**src/sv/assert_macros.svh**
```systemverilog
// assertion helpers for the climate controller
`ifndef ASSERT_MACROS_SVH
`define ASSERT_MACROS_SVH

// implication checked on every clock edge outside reset
`define ASSERT_IMPL(label, clk, rstn, ante, cons, msg) \
  label: assert property (@(posedge clk) disable iff (!rstn) (ante) |-> (cons)) \
    else $error(msg);

// implication whose consequent is checked in the cycle after the antecedent
`define ASSERT_NEXT(label, clk, rstn, ante, cons, msg) \
  label: assert property (@(posedge clk) disable iff (!rstn) (ante) |=> (cons)) \
    else $error(msg);

`endif

```
**src/sv/fhcc_pkg.sv**
```systemverilog
`default_nettype none
package fhcc_pkg;

  typedef enum logic [2:0] {
    M_OFF     = 3'd0,
    M_ON      = 3'd1,
    M_COOL    = 3'd2,
    M_CYC_ON  = 3'd3,
    M_CYC_OFF = 3'd4,
    M_SB_OFF  = 3'd5
  } fan_mode_e;

  typedef enum logic [1:0] {
    SYS_OFF = 2'd0,
    SYS_ON  = 2'd1,
    SYS_SB  = 2'd2,
    SYS_BAD = 2'd3
  } sys_mode_e;

  typedef enum logic [2:0] {
    REG_COOLDOWN = 3'd0,
    REG_RAMP     = 3'd1,
    REG_TLIMIT   = 3'd2,
    REG_MINPWM   = 3'd3,
    REG_COOLPWM  = 3'd4,
    REG_SBPWM    = 3'd5,
    REG_OFFPWM   = 3'd6
  } reg_idx_e;

  typedef enum logic [2:0] {
    C_IDLE,
    C_FSM,
    C_PROP,
    C_GOAL,
    C_SETUP,
    C_DIV,
    C_OUT
  } ctrl_e;

  localparam int TEMP_REARM = 30;
  localparam int HUM_REARM  = 20;
  localparam int PWM_MAX    = 255;
  localparam int DIV_BITS   = 24;

  // controller to datapath
  typedef struct packed {
    logic load;      // capture item
    logic fsm;       // run state update or power set
    logic prop;      // compute proportional speed
    logic goal;      // choose goal, start ramp step
    logic div_step;  // one restoring division bit
    logic finish;    // apply ramp result, present item
  } cmd_t;

  // datapath to controller
  typedef struct packed {
    logic is_power;
    logic need_div;
    logic div_done;
  } sts_t;

endpackage
`default_nettype wire

```
**src/sv/fhcc_ctrl.sv**
```systemverilog
`default_nettype none
module fhcc_ctrl (
  input  wire logic            clk_i,
  input  wire logic            rst_ni,
  input  wire logic            in_valid_i,
  output logic                 in_ready_o,
  output logic                 out_valid_o,
  input  wire logic            out_ready_i,
  input  wire fhcc_pkg::sts_t  sts_i,
  output fhcc_pkg::cmd_t       cmd_o
);

  fhcc_pkg::ctrl_e state_q, state_d;
  logic out_valid_q, out_valid_d;

  always_ff @(posedge clk_i or negedge rst_ni) begin
    if (!rst_ni) begin
      state_q <= fhcc_pkg::C_IDLE;
      out_valid_q <= 1'b0;
    end else begin
      state_q <= state_d;
      out_valid_q <= out_valid_d;
    end
  end

  assign out_valid_o = out_valid_q;

  always_comb begin
    state_d = state_q;
    cmd_o = '0;
    in_ready_o = 1'b0;
    out_valid_d = out_valid_q & ~out_ready_i;
    case (state_q)
      fhcc_pkg::C_IDLE: begin
        // next item may enter while the previous result still waits
        in_ready_o = 1'b1;
        if (in_valid_i) begin
          cmd_o.load = 1'b1;
          state_d = fhcc_pkg::C_FSM;
        end
      end
      fhcc_pkg::C_FSM: begin
        cmd_o.fsm = 1'b1;
        state_d = sts_i.is_power ? fhcc_pkg::C_OUT : fhcc_pkg::C_PROP;
      end
      fhcc_pkg::C_PROP: begin
        cmd_o.prop = 1'b1;
        state_d = fhcc_pkg::C_GOAL;
      end
      fhcc_pkg::C_GOAL: begin
        cmd_o.goal = 1'b1;
        state_d = fhcc_pkg::C_SETUP;
      end
      // divider loads its operands from the new goal
      fhcc_pkg::C_SETUP: begin
        state_d = fhcc_pkg::C_DIV;
      end
      fhcc_pkg::C_DIV: begin
        if (sts_i.need_div && !sts_i.div_done) cmd_o.div_step = 1'b1;
        else state_d = fhcc_pkg::C_OUT;
      end
      fhcc_pkg::C_OUT: begin
        if (!out_valid_q || out_ready_i) begin
          cmd_o.finish = 1'b1;
          out_valid_d = 1'b1;
          state_d = fhcc_pkg::C_IDLE;
        end
      end
      default: state_d = fhcc_pkg::C_IDLE;
    endcase
  end

endmodule
`default_nettype wire

```
**src/sv/fhcc_dp.sv**
```systemverilog
`default_nettype none
module fhcc_dp #(
  parameter int TIME_WIDTH = 32
) (
  input  wire logic               clk_i,
  input  wire logic               rst_ni,
  input  wire fhcc_pkg::cmd_t     cmd_i,
  output fhcc_pkg::sts_t          sts_o,
  input  wire logic               cfg_we_i,
  input  wire logic [2:0]         cfg_index_i,
  input  wire logic [31:0]        cfg_data_i,
  input  wire logic               command_i,
  input  wire logic [31:0]        now_ms_i,
  input  wire logic [1:0]         system_mode_i,
  input  wire logic [1:0]         control_mode_i,
  input  wire logic signed [11:0] temperature_i,
  input  wire logic [9:0]         humidity_i,
  input  wire logic signed [11:0] target_temp_i,
  input  wire logic [9:0]         target_humidity_i,
  input  wire logic               cooldown_required_i,
  input  wire logic               heater_allowed_i,
  input  wire logic signed [15:0] power_request_i,
  output logic [7:0]              fan_pwm_o,
  output logic [7:0]              heater_pwm_o,
  output logic [2:0]              fan_mode_o,
  output logic                    fan_running_o,
  output logic                    heater_on_o
);

  localparam int TW = TIME_WIDTH;
  localparam int DB = fhcc_pkg::DIV_BITS;
  localparam int CW = $clog2(DB + 1);

  // configuration
  logic [31:0] cool_time_q;
  logic [15:0] ramp_time_q;
  logic signed [11:0] tlimit_q;
  logic [7:0] min_pwm_q, cool_pwm_q, sb_pwm_q, off_pwm_q;

  always_ff @(posedge clk_i or negedge rst_ni) begin
    if (!rst_ni) begin
      cool_time_q <= 32'd60000;
      ramp_time_q <= 16'd2000;
      tlimit_q    <= 12'sd600;
      min_pwm_q   <= 8'd100;
      cool_pwm_q  <= 8'd255;
      sb_pwm_q    <= 8'd128;
      off_pwm_q   <= 8'd0;
    end else if (cfg_we_i) begin
      case (cfg_index_i)
        fhcc_pkg::REG_COOLDOWN: cool_time_q <= cfg_data_i;
        fhcc_pkg::REG_RAMP:     ramp_time_q <= cfg_data_i[15:0];
        fhcc_pkg::REG_TLIMIT:   tlimit_q    <= cfg_data_i[11:0];
        fhcc_pkg::REG_MINPWM:   min_pwm_q   <= cfg_data_i[7:0];
        fhcc_pkg::REG_COOLPWM:  cool_pwm_q  <= cfg_data_i[7:0];
        fhcc_pkg::REG_SBPWM:    sb_pwm_q    <= cfg_data_i[7:0];
        fhcc_pkg::REG_OFFPWM:   off_pwm_q   <= cfg_data_i[7:0];
        default: ;
      endcase
    end
  end

  // captured item
  logic cmd_q, creq_q, allow_q;
  logic [TW-1:0] now_q;
  logic [1:0] sys_q, cm_q;
  logic signed [11:0] t_q, tt_q;
  logic [9:0] h_q, th_q;
  logic signed [15:0] pr_q;

  always_ff @(posedge clk_i) begin
    if (cmd_i.load) begin
      cmd_q <= command_i;
      now_q <= TW'(now_ms_i);
      sys_q <= system_mode_i;
      cm_q <= control_mode_i;
      t_q <= temperature_i;
      h_q <= humidity_i;
      tt_q <= target_temp_i;
      th_q <= target_humidity_i;
      creq_q <= cooldown_required_i;
      allow_q <= heater_allowed_i;
      pr_q <= power_request_i;
    end
  end

  // control state
  fhcc_pkg::fan_mode_e mode_q, mode_d;
  logic [TW-1:0] entry_q, entry_d, cyc_start_q, cyc_start_d, ramp_start_q;
  logic was_on_q, was_on_d, phase_q, phase_d, ramp_act_q;
  logic [7:0] heat_q, heat_d, fan_now_q, fan_goal_q;
  logic [7:0] prop_q;

  // state update, combinational
  always_comb begin
    logic is_on, is_sb, is_off, tempm;
    logic [TW-1:0] dur, cdur;
    logic [7:0] pw;
    logic signed [12:0] t13, tt13;
    logic [10:0] h11, th11;
    is_on = sys_q == fhcc_pkg::SYS_ON;
    is_sb = sys_q == fhcc_pkg::SYS_SB;
    is_off = !is_on && !is_sb;
    tempm = cm_q <= 2'd1;
    t13 = 13'(t_q);
    tt13 = 13'(tt_q);
    h11 = 11'(h_q);
    th11 = 11'(th_q);
    pw = '0;
    mode_d = mode_q;
    entry_d = entry_q;
    was_on_d = was_on_q;
    heat_d = heat_q;
    phase_d = phase_q;
    cyc_start_d = cyc_start_q;
    dur = now_q - entry_q;
    cdur = now_q - cyc_start_q;
    if (cmd_q) begin
      if (pr_q < 0) pw = 8'd0;
      else if (pr_q > 16'sd255) pw = 8'd255;
      else pw = pr_q[7:0];
      heat_d = pw;
      if (heat_q != 0 && pw == 0) was_on_d = 1'b1;
    end else begin
      if (creq_q && mode_q != fhcc_pkg::M_COOL) begin
        mode_d = fhcc_pkg::M_COOL;
        entry_d = now_q;
      end
      case (mode_d)
        fhcc_pkg::M_OFF, fhcc_pkg::M_SB_OFF: begin
          mode_d = is_on ? fhcc_pkg::M_ON : (is_sb ? fhcc_pkg::M_CYC_ON : fhcc_pkg::M_SB_OFF);
        end
        fhcc_pkg::M_ON: begin
          if (!is_on) begin
            if (was_on_q) mode_d = fhcc_pkg::M_COOL;
            else if (is_sb) mode_d = fhcc_pkg::M_CYC_ON;
            else mode_d = fhcc_pkg::M_SB_OFF;
          end
        end
        fhcc_pkg::M_COOL: begin
          if (is_on) mode_d = fhcc_pkg::M_ON;
          else if ({32'd0, dur} >= {{TW{1'b0}}, cool_time_q} && !creq_q) begin
            was_on_d = 1'b0;
            mode_d = is_sb ? fhcc_pkg::M_CYC_ON : fhcc_pkg::M_SB_OFF;
          end
        end
        fhcc_pkg::M_CYC_ON: begin
          if (tempm) begin
            if (t_q < tlimit_q && t_q < tt_q && !phase_q) begin
              heat_d = 8'd255;
            end else if (t_q > tt_q && !phase_q) begin
              heat_d = 8'd0;
              phase_d = 1'b1;
            end else if (t_q < tt_q && phase_q) begin
              heat_d = 8'd0;
              phase_d = 1'b0;
              mode_d = fhcc_pkg::M_CYC_OFF;
            end
          end else begin
            if (t_q < tlimit_q && h_q > th_q && !phase_q) begin
              heat_d = 8'd255;
            end else if (h_q < th_q && !phase_q) begin
              heat_d = 8'd0;
              cyc_start_d = now_q;
              phase_d = 1'b1;
            end else if (phase_q && {32'd0, cdur} >= {{TW{1'b0}}, cool_time_q}) begin
              mode_d = fhcc_pkg::M_CYC_OFF;
              phase_d = 1'b0;
            end
          end
          if (heat_q != 0 && heat_d == 0) was_on_d = 1'b1;
          if (is_on) mode_d = fhcc_pkg::M_ON;
          else if (is_off) mode_d = fhcc_pkg::M_SB_OFF;
        end
        fhcc_pkg::M_CYC_OFF: begin
          if (is_on) mode_d = fhcc_pkg::M_ON;
          else if (is_off) mode_d = fhcc_pkg::M_SB_OFF;
          else if (tempm && t13 < tt13 - 13'(fhcc_pkg::TEMP_REARM)) mode_d = fhcc_pkg::M_CYC_ON;
          else if (!tempm && h11 > th11 + 11'(fhcc_pkg::HUM_REARM))
            mode_d = fhcc_pkg::M_CYC_ON;
        end
        default: mode_d = fhcc_pkg::M_SB_OFF;
      endcase
      // entry time moves on any change of mode since the start of this update
      if (mode_d != mode_q) entry_d = now_q;
    end
  end

  // ramp divider: restoring, quotient of (|diff|*el [+T-1]) / T
  logic [DB-1:0] num_q, quo_q;
  logic [16:0] rem_q;
  logic [CW-1:0] cnt_q;
  logic need_div_q, neg_q;

  always_ff @(posedge clk_i or negedge rst_ni) begin
    if (!rst_ni) begin
      mode_q <= fhcc_pkg::M_OFF;
      entry_q <= '0;
      was_on_q <= 1'b0;
      heat_q <= '0;
      phase_q <= 1'b0;
      cyc_start_q <= '0;
      fan_now_q <= '0;
      fan_goal_q <= '0;
      ramp_start_q <= '0;
      ramp_act_q <= 1'b0;
    end else begin
      if (cmd_i.fsm) begin
        mode_q <= mode_d;
        entry_q <= entry_d;
        was_on_q <= was_on_d;
        heat_q <= heat_d;
        phase_q <= phase_d;
        cyc_start_q <= cyc_start_d;
      end
      if (cmd_i.goal) begin
        logic [7:0] g;
        case (mode_q)
          fhcc_pkg::M_ON:     g = prop_q;
          fhcc_pkg::M_COOL:   g = cool_pwm_q;
          fhcc_pkg::M_CYC_ON: g = sb_pwm_q;
          default:            g = off_pwm_q;
        endcase
        if (g != fan_goal_q) begin
          fan_goal_q <= g;
          ramp_start_q <= now_q;
          ramp_act_q <= 1'b1;
        end
      end
      if (cmd_i.finish && !cmd_q && need_div_q) begin
        fan_now_q <= neg_q ? fan_now_q - quo_q[7:0] : fan_now_q + quo_q[7:0];
      end else if (cmd_i.finish && !cmd_q && ramp_act_q) begin
        fan_now_q <= fan_goal_q;
        ramp_act_q <= 1'b0;
      end
    end
  end

  // proportional fan speed: heat*(255-min)/255 + min, division by constant
  logic [15:0] prod_q;
  logic prop_phase_q;
  always_ff @(posedge clk_i) begin
    logic [15:0] p;
    logic [8:0] q;
    logic [8:0] s;
    if (cmd_i.fsm) prod_q <= 16'(heat_d) * 16'(8'(fhcc_pkg::PWM_MAX) - min_pwm_q);
    if (cmd_i.prop) begin
      p = prod_q;
      // x/255 for x < 65535: (x + (x>>8) + 1) >> 8
      q = 9'((17'(p) + 17'(p[15:8]) + 17'd1) >> 8);
      s = q + 9'(min_pwm_q);
      prop_q <= (s > 9'(fhcc_pkg::PWM_MAX)) ? 8'(fhcc_pkg::PWM_MAX) : s[7:0];
    end
    prop_phase_q <= cmd_i.prop;
  end

  // set up division after goal chosen (uses updated goal/start via next-cycle regs)
  logic setup_q;
  always_ff @(posedge clk_i or negedge rst_ni) begin
    if (!rst_ni) setup_q <= 1'b0;
    else setup_q <= cmd_i.goal;
  end

  always_ff @(posedge clk_i) begin
    if (setup_q) begin
      logic [TW-1:0] el;
      logic [8:0] d;
      logic [7:0] ad;
      logic [DB-1:0] n;
      el = now_q - ramp_start_q;
      d = {1'b0, fan_goal_q} - {1'b0, fan_now_q};
      ad = d[8] ? 8'(-d) : d[7:0];
      need_div_q <= ramp_act_q && ({32'd0, el} < {{TW{1'b0}}, 16'd0, ramp_time_q});
      neg_q <= d[8];
      n = DB'(ad) * DB'(el[15:0]);
      if (d[8]) n = n + DB'(ramp_time_q) - DB'(1);
      num_q <= n;
      rem_q <= '0;
      quo_q <= '0;
      cnt_q <= CW'(DB);
    end else if (cmd_i.div_step) begin
      logic [16:0] r;
      r = {rem_q[15:0], num_q[DB-1]};
      num_q <= {num_q[DB-2:0], 1'b0};
      if (r >= {1'b0, ramp_time_q}) begin
        rem_q <= r - {1'b0, ramp_time_q};
        quo_q <= {quo_q[DB-2:0], 1'b1};
      end else begin
        rem_q <= r;
        quo_q <= {quo_q[DB-2:0], 1'b0};
      end
      cnt_q <= cnt_q - CW'(1);
    end
  end

  assign sts_o.is_power = cmd_q;
  assign sts_o.need_div = need_div_q && !setup_q && !prop_phase_q;
  assign sts_o.div_done = cnt_q == '0;

  // result register
  always_ff @(posedge clk_i) begin
    if (cmd_i.finish) begin
      heater_pwm_o <= allow_q ? heat_q : 8'd0;
      fan_mode_o <= mode_q;
      fan_running_o <= mode_q != fhcc_pkg::M_OFF && mode_q != fhcc_pkg::M_CYC_OFF;
      heater_on_o <= heat_q != 0 && allow_q;
    end
  end
  assign fan_pwm_o = fan_now_q;

endmodule
`default_nettype wire

```
**src/sv/fan_heater_climate_controller.sv**
```systemverilog
// Fan and heater climate controller. Each item is either a control update (command 0) that
// steps the six-state fan machine and the fan ramp at timestamp now_ms_i, or a heater power
// set (command 1). Exactly one result item follows every input item. Both kinds pass the
// FSM and output states; a control update also passes the proportional, goal, setup and
// divide states, the bit-serial divider computing the ramp step while a fan ramp is in
// progress. Each item waits in its output state while the previous result is still held
// on the output. Configuration is written through cfg_we_i / cfg_index_i / cfg_data_i,
// by the user only while the block is idle; the block itself does not enforce this.
`default_nettype none
`include "assert_macros.svh"
module fan_heater_climate_controller #(
  parameter int TIME_WIDTH = 32
) (
  input  wire logic               clk_i,
  input  wire logic               rst_ni,
  input  wire logic               cfg_we_i,
  input  wire logic [2:0]         cfg_index_i,
  input  wire logic [31:0]        cfg_data_i,
  input  wire logic               in_valid_i,
  output logic                    in_ready_o,
  input  wire logic               command_i,
  input  wire logic [31:0]        now_ms_i,
  input  wire logic [1:0]         system_mode_i,
  input  wire logic [1:0]         control_mode_i,
  input  wire logic signed [11:0] temperature_i,
  input  wire logic [9:0]         humidity_i,
  input  wire logic signed [11:0] target_temp_i,
  input  wire logic [9:0]         target_humidity_i,
  input  wire logic               cooldown_required_i,
  input  wire logic               heater_allowed_i,
  input  wire logic signed [15:0] power_request_i,
  output logic                    out_valid_o,
  input  wire logic               out_ready_i,
  output logic [7:0]              fan_pwm_o,
  output logic [7:0]              heater_pwm_o,
  output logic [2:0]              fan_mode_o,
  output logic                    fan_running_o,
  output logic                    heater_on_o
);

  fhcc_pkg::cmd_t cmd;
  fhcc_pkg::sts_t sts;

  fhcc_ctrl u_ctrl (
    .clk_i, .rst_ni, .in_valid_i, .in_ready_o, .out_valid_o, .out_ready_i,
    .sts_i(sts), .cmd_o(cmd)
  );

  fhcc_dp #(.TIME_WIDTH(TIME_WIDTH)) u_dp (
    .clk_i, .rst_ni, .cmd_i(cmd), .sts_o(sts),
    .cfg_we_i, .cfg_index_i, .cfg_data_i,
    .command_i, .now_ms_i, .system_mode_i, .control_mode_i, .temperature_i,
    .humidity_i, .target_temp_i, .target_humidity_i, .cooldown_required_i,
    .heater_allowed_i, .power_request_i,
    .fan_pwm_o, .heater_pwm_o, .fan_mode_o, .fan_running_o, .heater_on_o
  );

  `ASSERT_IMPL(a_run_flag, clk_i, rst_ni, out_valid_o,
    fan_running_o == (fan_mode_o != fhcc_pkg::M_OFF && fan_mode_o != fhcc_pkg::M_CYC_OFF),
    "fan_running mismatch")
  `ASSERT_IMPL(a_heat_on, clk_i, rst_ni, out_valid_o,
    heater_on_o == (heater_pwm_o != 8'd0), "heater_on mismatch")
  `ASSERT_NEXT(a_load_busy, clk_i, rst_ni, in_valid_i && in_ready_o,
    !in_ready_o, "item accepted while busy")

endmodule
`default_nettype wire

```
**config.mk**
```make
export PLATFORM = sky130hd
export DESIGN_NAME = fan_heater_climate_controller
export DESIGN_NICKNAME = d
export VERILOG_FILES = /design/src/sv/fhcc_pkg.sv /design/src/sv/fhcc_ctrl.sv /design/src/sv/fhcc_dp.sv /design/src/sv/fan_heater_climate_controller.sv
export VERILOG_INCLUDE_DIRS = /design/src /design/src/sv
export SDC_FILE = /design/constraint.sdc
export NUM_CORES = 2
export LEC_CHECK = 0
export BUFFER_PORTS_ARGS = -buffer_cell sky130_fd_sc_hd__buf_2
export CAP_MARGIN = 20
export CORE_MARGIN = 2
export CORE_UTILIZATION = 30
export CTS_CLUSTER_SIZE = 24
export DETAILED_ROUTE_END_ITERATION = 10
export PLACE_DENSITY = 0.49
export SLEW_MARGIN = 20
export SYNTH_ARGS = -nofsm -noshare
export SYNTH_HDL_FRONTEND = slang
export SYNTH_HIERARCHICAL = 1
export SYNTH_SLANG_ARGS = --single-unit
```
**constraint.sdc**
```tcl
create_clock -name clk_i -period 22.4 [get_ports clk_i]
set_input_delay 2.24 -clock clk_i [delete_from_list [all_inputs] [get_ports clk_i]]
set_output_delay 2.24 -clock clk_i [all_outputs]
set_load 0.02 [all_outputs]
```
Word level (Yosys, flattened, before mapping)
Index checks and enable logic that the tools add are counted.

operators by class
  add/sub/neg operators = 17
  multipliers = 2
  $lt $le $gt $ge = 15
  eq/ne operators = 36
  mux-type cells = 83
  bitwise logic cells = 5
  reduce and logical (&&, ||, !) cells = 63

operators with widths
  cell                                                                    count
  8-bit 2-to-1 mux                                                        18
  32-bit subtractor                                                       3
  3-bit 2-to-1 mux                                                        26
  24-bit 2-to-1 mux                                                       3
  32-bit >= comparator                                                    2
  32-bit 2-to-1 mux                                                       2
  32-bit by 16-bit < comparator with 1-bit output                         1
  1-bit 2-to-1 mux                                                        29
  24-bit by 16-bit adder with 24-bit output                               1
  3-bit by 2-bit equality test with 1-bit output (second input constant)  8
  3-bit equality test (second input constant)                             8
  1-bit logical AND                                                       24
  12-bit < comparator                                                     2
  8-bit by 16-bit multiplier with 24-bit output                           1
  8-bit case mux with 3 select lines                                      1
  24-bit by 1-bit subtractor with 24-bit output (second input constant)   1
  3-bit case mux with 7 select lines                                      1
  2-bit AND reduction                                                     9
  16-bit by 8-bit adder with 17-bit output                                1
  17-bit by 1-bit adder with 17-bit output (second input constant)        1
  17-bit by 16-bit >= comparator with 1-bit output                        1
  16-bit by 9-bit > comparator with 1-bit output (second input constant)  1
  8-bit zero test                                                         2
  16-bit by 1-bit < comparator with 1-bit output (second input constant)  1
  other kinds (44)                                                        74

word-level totals
  register bits = 415
  input bits = 139

Logic depth before layout (Yosys ltp)
  depth in word-level cells = 15
  depth in mapped cells = 46
  depth with buffers taken out = 45

By module
The synthesis kept the hierarchy.

modules (own cells, without submodules)
  module     times used  cells an instance  area an instance (µm²)
  fhcc_dp    1           3547               33086.7
  fhcc_ctrl  1           28                 299.0

Worst setup path after synthesis
OpenSTA, ideal clock, no wires.

  path type = flip-flop to flip-flop
  from = register u_dp.fan_now_q[1], in the netlist u_dp/fan_pwm_o[1]
  to = register u_dp.num_q[22] (data pin)
  library setup time = 0.270 ns
  arrival time = 8.567 ns
  slack = 13.562 ns
  stages on the path, launching flop included = 43
  cells stage by stage = dfrtp_1 > inv_1 > fa_1 > a21o_1 > a21oi_1 > o21bai_1 > a21oi_1 > o21bai_1 > a21o_1 > clkbuf_1 > nor2_1 > xnor2_1 > clkbuf_1 > nor2_1 > fa_1 > inv_1 > fa_1 > fa_1 > [... 7 more ...] > a21oi_1 > o21bai_1 > xnor2_1 > ha_1 > inv_1 > ha_1 > a21o_1 > a21o_1 > a21oi_1 > o21ai_0 > a21oi_1 > o21a_1 > or4b_1 > o311ai_1 > xor2_1 > nand2_1 > xnor2_1 > a21oi_1

between the ends
  word-level cells in the longest chain between the ends = 8

RTL lines
  element                                        RTL line        source
  start: declaration                             fhcc_dp.sv:91   logic [7:0] heat_q, heat_d, fan_now_q, fan_goal_q;
  start signal: assignment                       fhcc_dp.sv:231  fan_now_q <= neg_q ? fan_now_q - quo_q[7:0] : fan_now_q + quo_q[7:0];
  start signal: assignment                       fhcc_dp.sv:233  fan_now_q <= fan_goal_q;
  8-bit by 8-bit subtractor with 9-bit output *  fhcc_dp.sv:271  d = {1'b0, fan_goal_q} - {1'b0, fan_now_q};
  8-bit negator                                  fhcc_dp.sv:272  ad = d[8] ? 8'(-d) : d[7:0];
  8-bit 2-to-1 mux                               fhcc_dp.sv:272
  8-bit by 16-bit multiplier with 24-bit output  fhcc_dp.sv:275  n = DB'(ad) * DB'(el[15:0]);
  24-bit by 16-bit adder with 24-bit output      fhcc_dp.sv:276  if (d[8]) n = n + DB'(ramp_time_q) - DB'(1);
  24-bit by 1-bit subtractor with 24-bit output  fhcc_dp.sv:276
  24-bit 2-to-1 mux *                            fhcc_dp.sv:276
  24-bit 2-to-1 mux *                            fhcc_dp.sv:265  if (setup_q) begin
  end signal: assignment                         fhcc_dp.sv:277  num_q <= n;
  end signal: assignment                         fhcc_dp.sv:284  num_q <= {num_q[DB-2:0], 1'b0};
  end: declaration                               fhcc_dp.sv:190  logic [DB-1:0] num_q, quo_q;

Mark *: on every way between the ends. The rest lies on a longest branch, timed or not.
A chain may end at the register's enable or synchronous reset.

Final worst setup path
  from = register u_dp.fan_goal_q[0]
  to = register u_dp.num_q[22] (data pin)

between the ends
  word-level cells in the longest chain between the ends = 8

RTL lines
  element                                        RTL line        source
  start: declaration                             fhcc_dp.sv:91
  start signal: assignment                       fhcc_dp.sv:225  fan_goal_q <= g;
  8-bit by 8-bit subtractor with 9-bit output *  fhcc_dp.sv:271
  8-bit negator                                  fhcc_dp.sv:272
  8-bit 2-to-1 mux                               fhcc_dp.sv:272
  8-bit by 16-bit multiplier with 24-bit output  fhcc_dp.sv:275
  24-bit by 16-bit adder with 24-bit output      fhcc_dp.sv:276
  24-bit by 1-bit subtractor with 24-bit output  fhcc_dp.sv:276
  24-bit 2-to-1 mux *                            fhcc_dp.sv:276
  24-bit 2-to-1 mux *                            fhcc_dp.sv:265

Marks and branches as above.

==> flow_summary.json <==
{
  "status": "completed",
  "ios": 162,
  "crit_path_end_kind": "register",
  "fmax_ghz": 0.0956,
  "mostFrequentLayoutCells": "inv_1 (471), ha_1 (397), nor2_1 (350), nand2_1 (254), a21oi_1 (220)",
  "fin_hold_ws_ps": 493,
  "cts_root_buffer": "clkbuf_16",
  "path_class": "register to register",
  "num_rows": 122,
  "hpwl_um": 66700,
  "syn_avg_cell_area_um2": 9.34,
  "grt_antenna_before_repair": 9,
  "required_ps": 22730,
  "r2r_slack_ps": 11940,
  "finalHoldViolCount": 0,
  "maxCapViolCount": 0,
  "pre_cts_ws_ps": 11980,
  "cts_made_buffers": 53,
  "cts_hold_buffers": 0,
  "setup_ws_ps": 11940,
  "fin_tns_setup_ps": 0,
  "post_drt_wl_per_cell_um": 16.6,
  "start_kind": "register",
  "h-tree-depth": 2,
  "clock_sinks": 414,
  "clockBufferDepth": 3,
  "grt_pass1_wl_um": 139000,
  "ys_warn_count": 6,
  "cp_data_arrival_time_ps": 10800,
  "io_buffers": 160,
  "dieArea_mm2": 0.114,
  "area_growth_pct": 13.4,
  "postSynth.asyncResetShare": 0.539,
  "grt-ovfl-total": 0,
  "critPathMaxStageDelay_ps": 830,
  "cp_slowest_cell": "xnor2_2",
  "cts.clk_slew.worst_paths_ps": 60,
  "globalplace.congestion": 0.819,
  "first_pass_iters": 7,
  "post_cts_resized": 0,
  "fin_nets": 4384,
  "period_share": 0.467,
  "skew_ps": 38.0,
  "synth-seq-area-share": 0.331,
  "clock_latency_ps": 650,
  "synth-main-ff-cell": "dfrtp_1",
  "max_slew_margin": 0.265,
  "rsz0062_at_grt": "no",
  "drt_iter0_drc": 1027,
  "synth_cell_type_count": 87,
  "hold_path_class": "register to register",
  "utilization": 0.343,
  "cts_tree": "yes",
  "synth_edf_count": 161,
  "die_height_um": 338,
  "synthCells": 3575,
  "chipWidth_um": 338,
  "vias": 24900,
  "critPathMaxFanout": 40,
  "setup_viol": 0,
  "grt_pass1_vias": 24600,
  "worst_pin_slew_ps": 1100,
  "grt_max_degree": 147,
  "cts_setup_buffers": 0,
  "synthesis.nets": 4240,
  "routed_via_density": 4.73,
  "grtUsageTotal": 0.155,
  "routed_wl_um": 87200,
  "core_area_mm2": 0.111,
  "mostFrequentLayoutCell": "inv_1",
  "ant_nets": 0,
  "report.final.slew_viol_count": 0,
  "fin_crit_ps": 10460,
  "post-route-drc-count": 0,
  "initial_core_util": 0.302,
  "syn_area_mm2": 0.0334,
  "drive_gt1_frac": 0.127,
  "ys_seq_elements": 414
}
-- kinds of logic (layout without fill, tap and decap cells) --
kind of cell,after synthesis,after routing,synth area share
buf+inv,565,754,0.0651
flops,414,414,0.331
mux,136,136,0.0449
xor+xnor,205,205,0.0538
simple gates,934,934,0.128
fa+ha+maj,526,526,0.226
other cells,0,1,0
compound gates,795,795,0.151
-- sequential cells by signal, indices dropped and copies added (netlist names), 24 cells and up --
register           flops
u_dp/cool_time_q      32
u_dp/cyc_start_q      32
u_dp/entry_q          32
u_dp/now_q            32
u_dp/ramp_start_q     32
u_dp/num_q            24
-- cells in the mapped netlist, drive strengths merged, types with 15 or more instances --
cell type,instances,share of area
and3,15,0.0028
o21a,47,0.011
o21ai,217,0.033
fa,129,0.077
o21bai,31,0.0070
or2,24,0.0045
a21oi,222,0.034
dfrtp,194,0.15
buf,25,0.0044
nor3,56,0.0085
nand2b,57,0.011
and2,25,0.0047
nand3,42,0.0063
inv,471,0.053
clkbuf,69,0.0078
nand2,254,0.029
nor2,350,0.039
o22ai,16,0.0030
ha,397,0.15
nand4,26,0.0049
a31oi,32,0.0060
nor2b,39,0.0073
xor2,62,0.016
mux2i,26,0.0078
a21o,81,0.018
xnor2,143,0.038
dfstp,29,0.023
a211oi,30,0.0067
mux2,110,0.037
dfxtp,30,0.018
edfxtp,161,0.14
-- area by class of cell --
type                            count  area (um^2)
Antenna cell                        1         2.50
Clock buffer                       65         1420
Clock inverter                     35          494
Fill cell                       11500        72700
Inverter                          471         1770
Multi-Input combinational cell   2596        20300
Sequential cell                   414        11100
Tap cell                         1488         1860
Timing Repair Buffer              183         1000
-- stage by stage --
stage | std cells | cell area [um^2]
floorplan | 3575 | 33400
global placement | 5151 | 35900
detailed placement | 5151 | 35900
CTS | 5251 | 37800
global route | 5253 | 37900
finish | 5253 | 37900
-- per-layer routing --
metal	global-route usage	wire length, um
met1	0.213	41600
met5	0	61
met3	0.0243	3340
met2	0.253	39900
met4	0.0422	2260
-- worst paths after layout --
path | depth (start not counted) | from | end
setup / recovery | 40 | u_dp/fan_goal_q[0]$_DFFE_PN0P_ | u_dp/num_q[22]$_DFFE_PP_
hold / removal | 2 | u_dp/cnt_q[1]$_SDFFE_PP0P_ | u_dp/cnt_q[1]$_SDFFE_PP0P_
setup reg to reg | 40 | u_dp/fan_goal_q[0]$_DFFE_PN0P_ | u_dp/num_q[22]$_DFFE_PP_
hold reg to reg | 2 | u_dp/cnt_q[1]$_SDFFE_PP0P_ | u_dp/cnt_q[1]$_SDFFE_PP0P_
max in group asynchronous | 2 | rst_ni | u_dp/setup_q$_DFF_PN0_
min in group asynchronous | 1 | rst_ni | u_dp/cool_time_q[18]$_DFFE_PN0P_
-- worst max-delay path, delay by kind of cell (launching register included) --
| kind | cells | cell delay, ps |
|---|---|---|
| adder cells (fa/ha/maj) | 9 | 3250 |
| AND/OR/NAND/NOR | 5 | 1060 |
| XOR/XNOR | 4 | 1530 |
| AO/OA/AOI/OAI | 16 | 3250 |
| buffers and inverters | 6 | 700 |
| flip-flops | 1 | 380 |
Power is left out: the tool's default activity adds up to more than one toggle a clock period on the data nets, which glitch-free logic cannot reach.
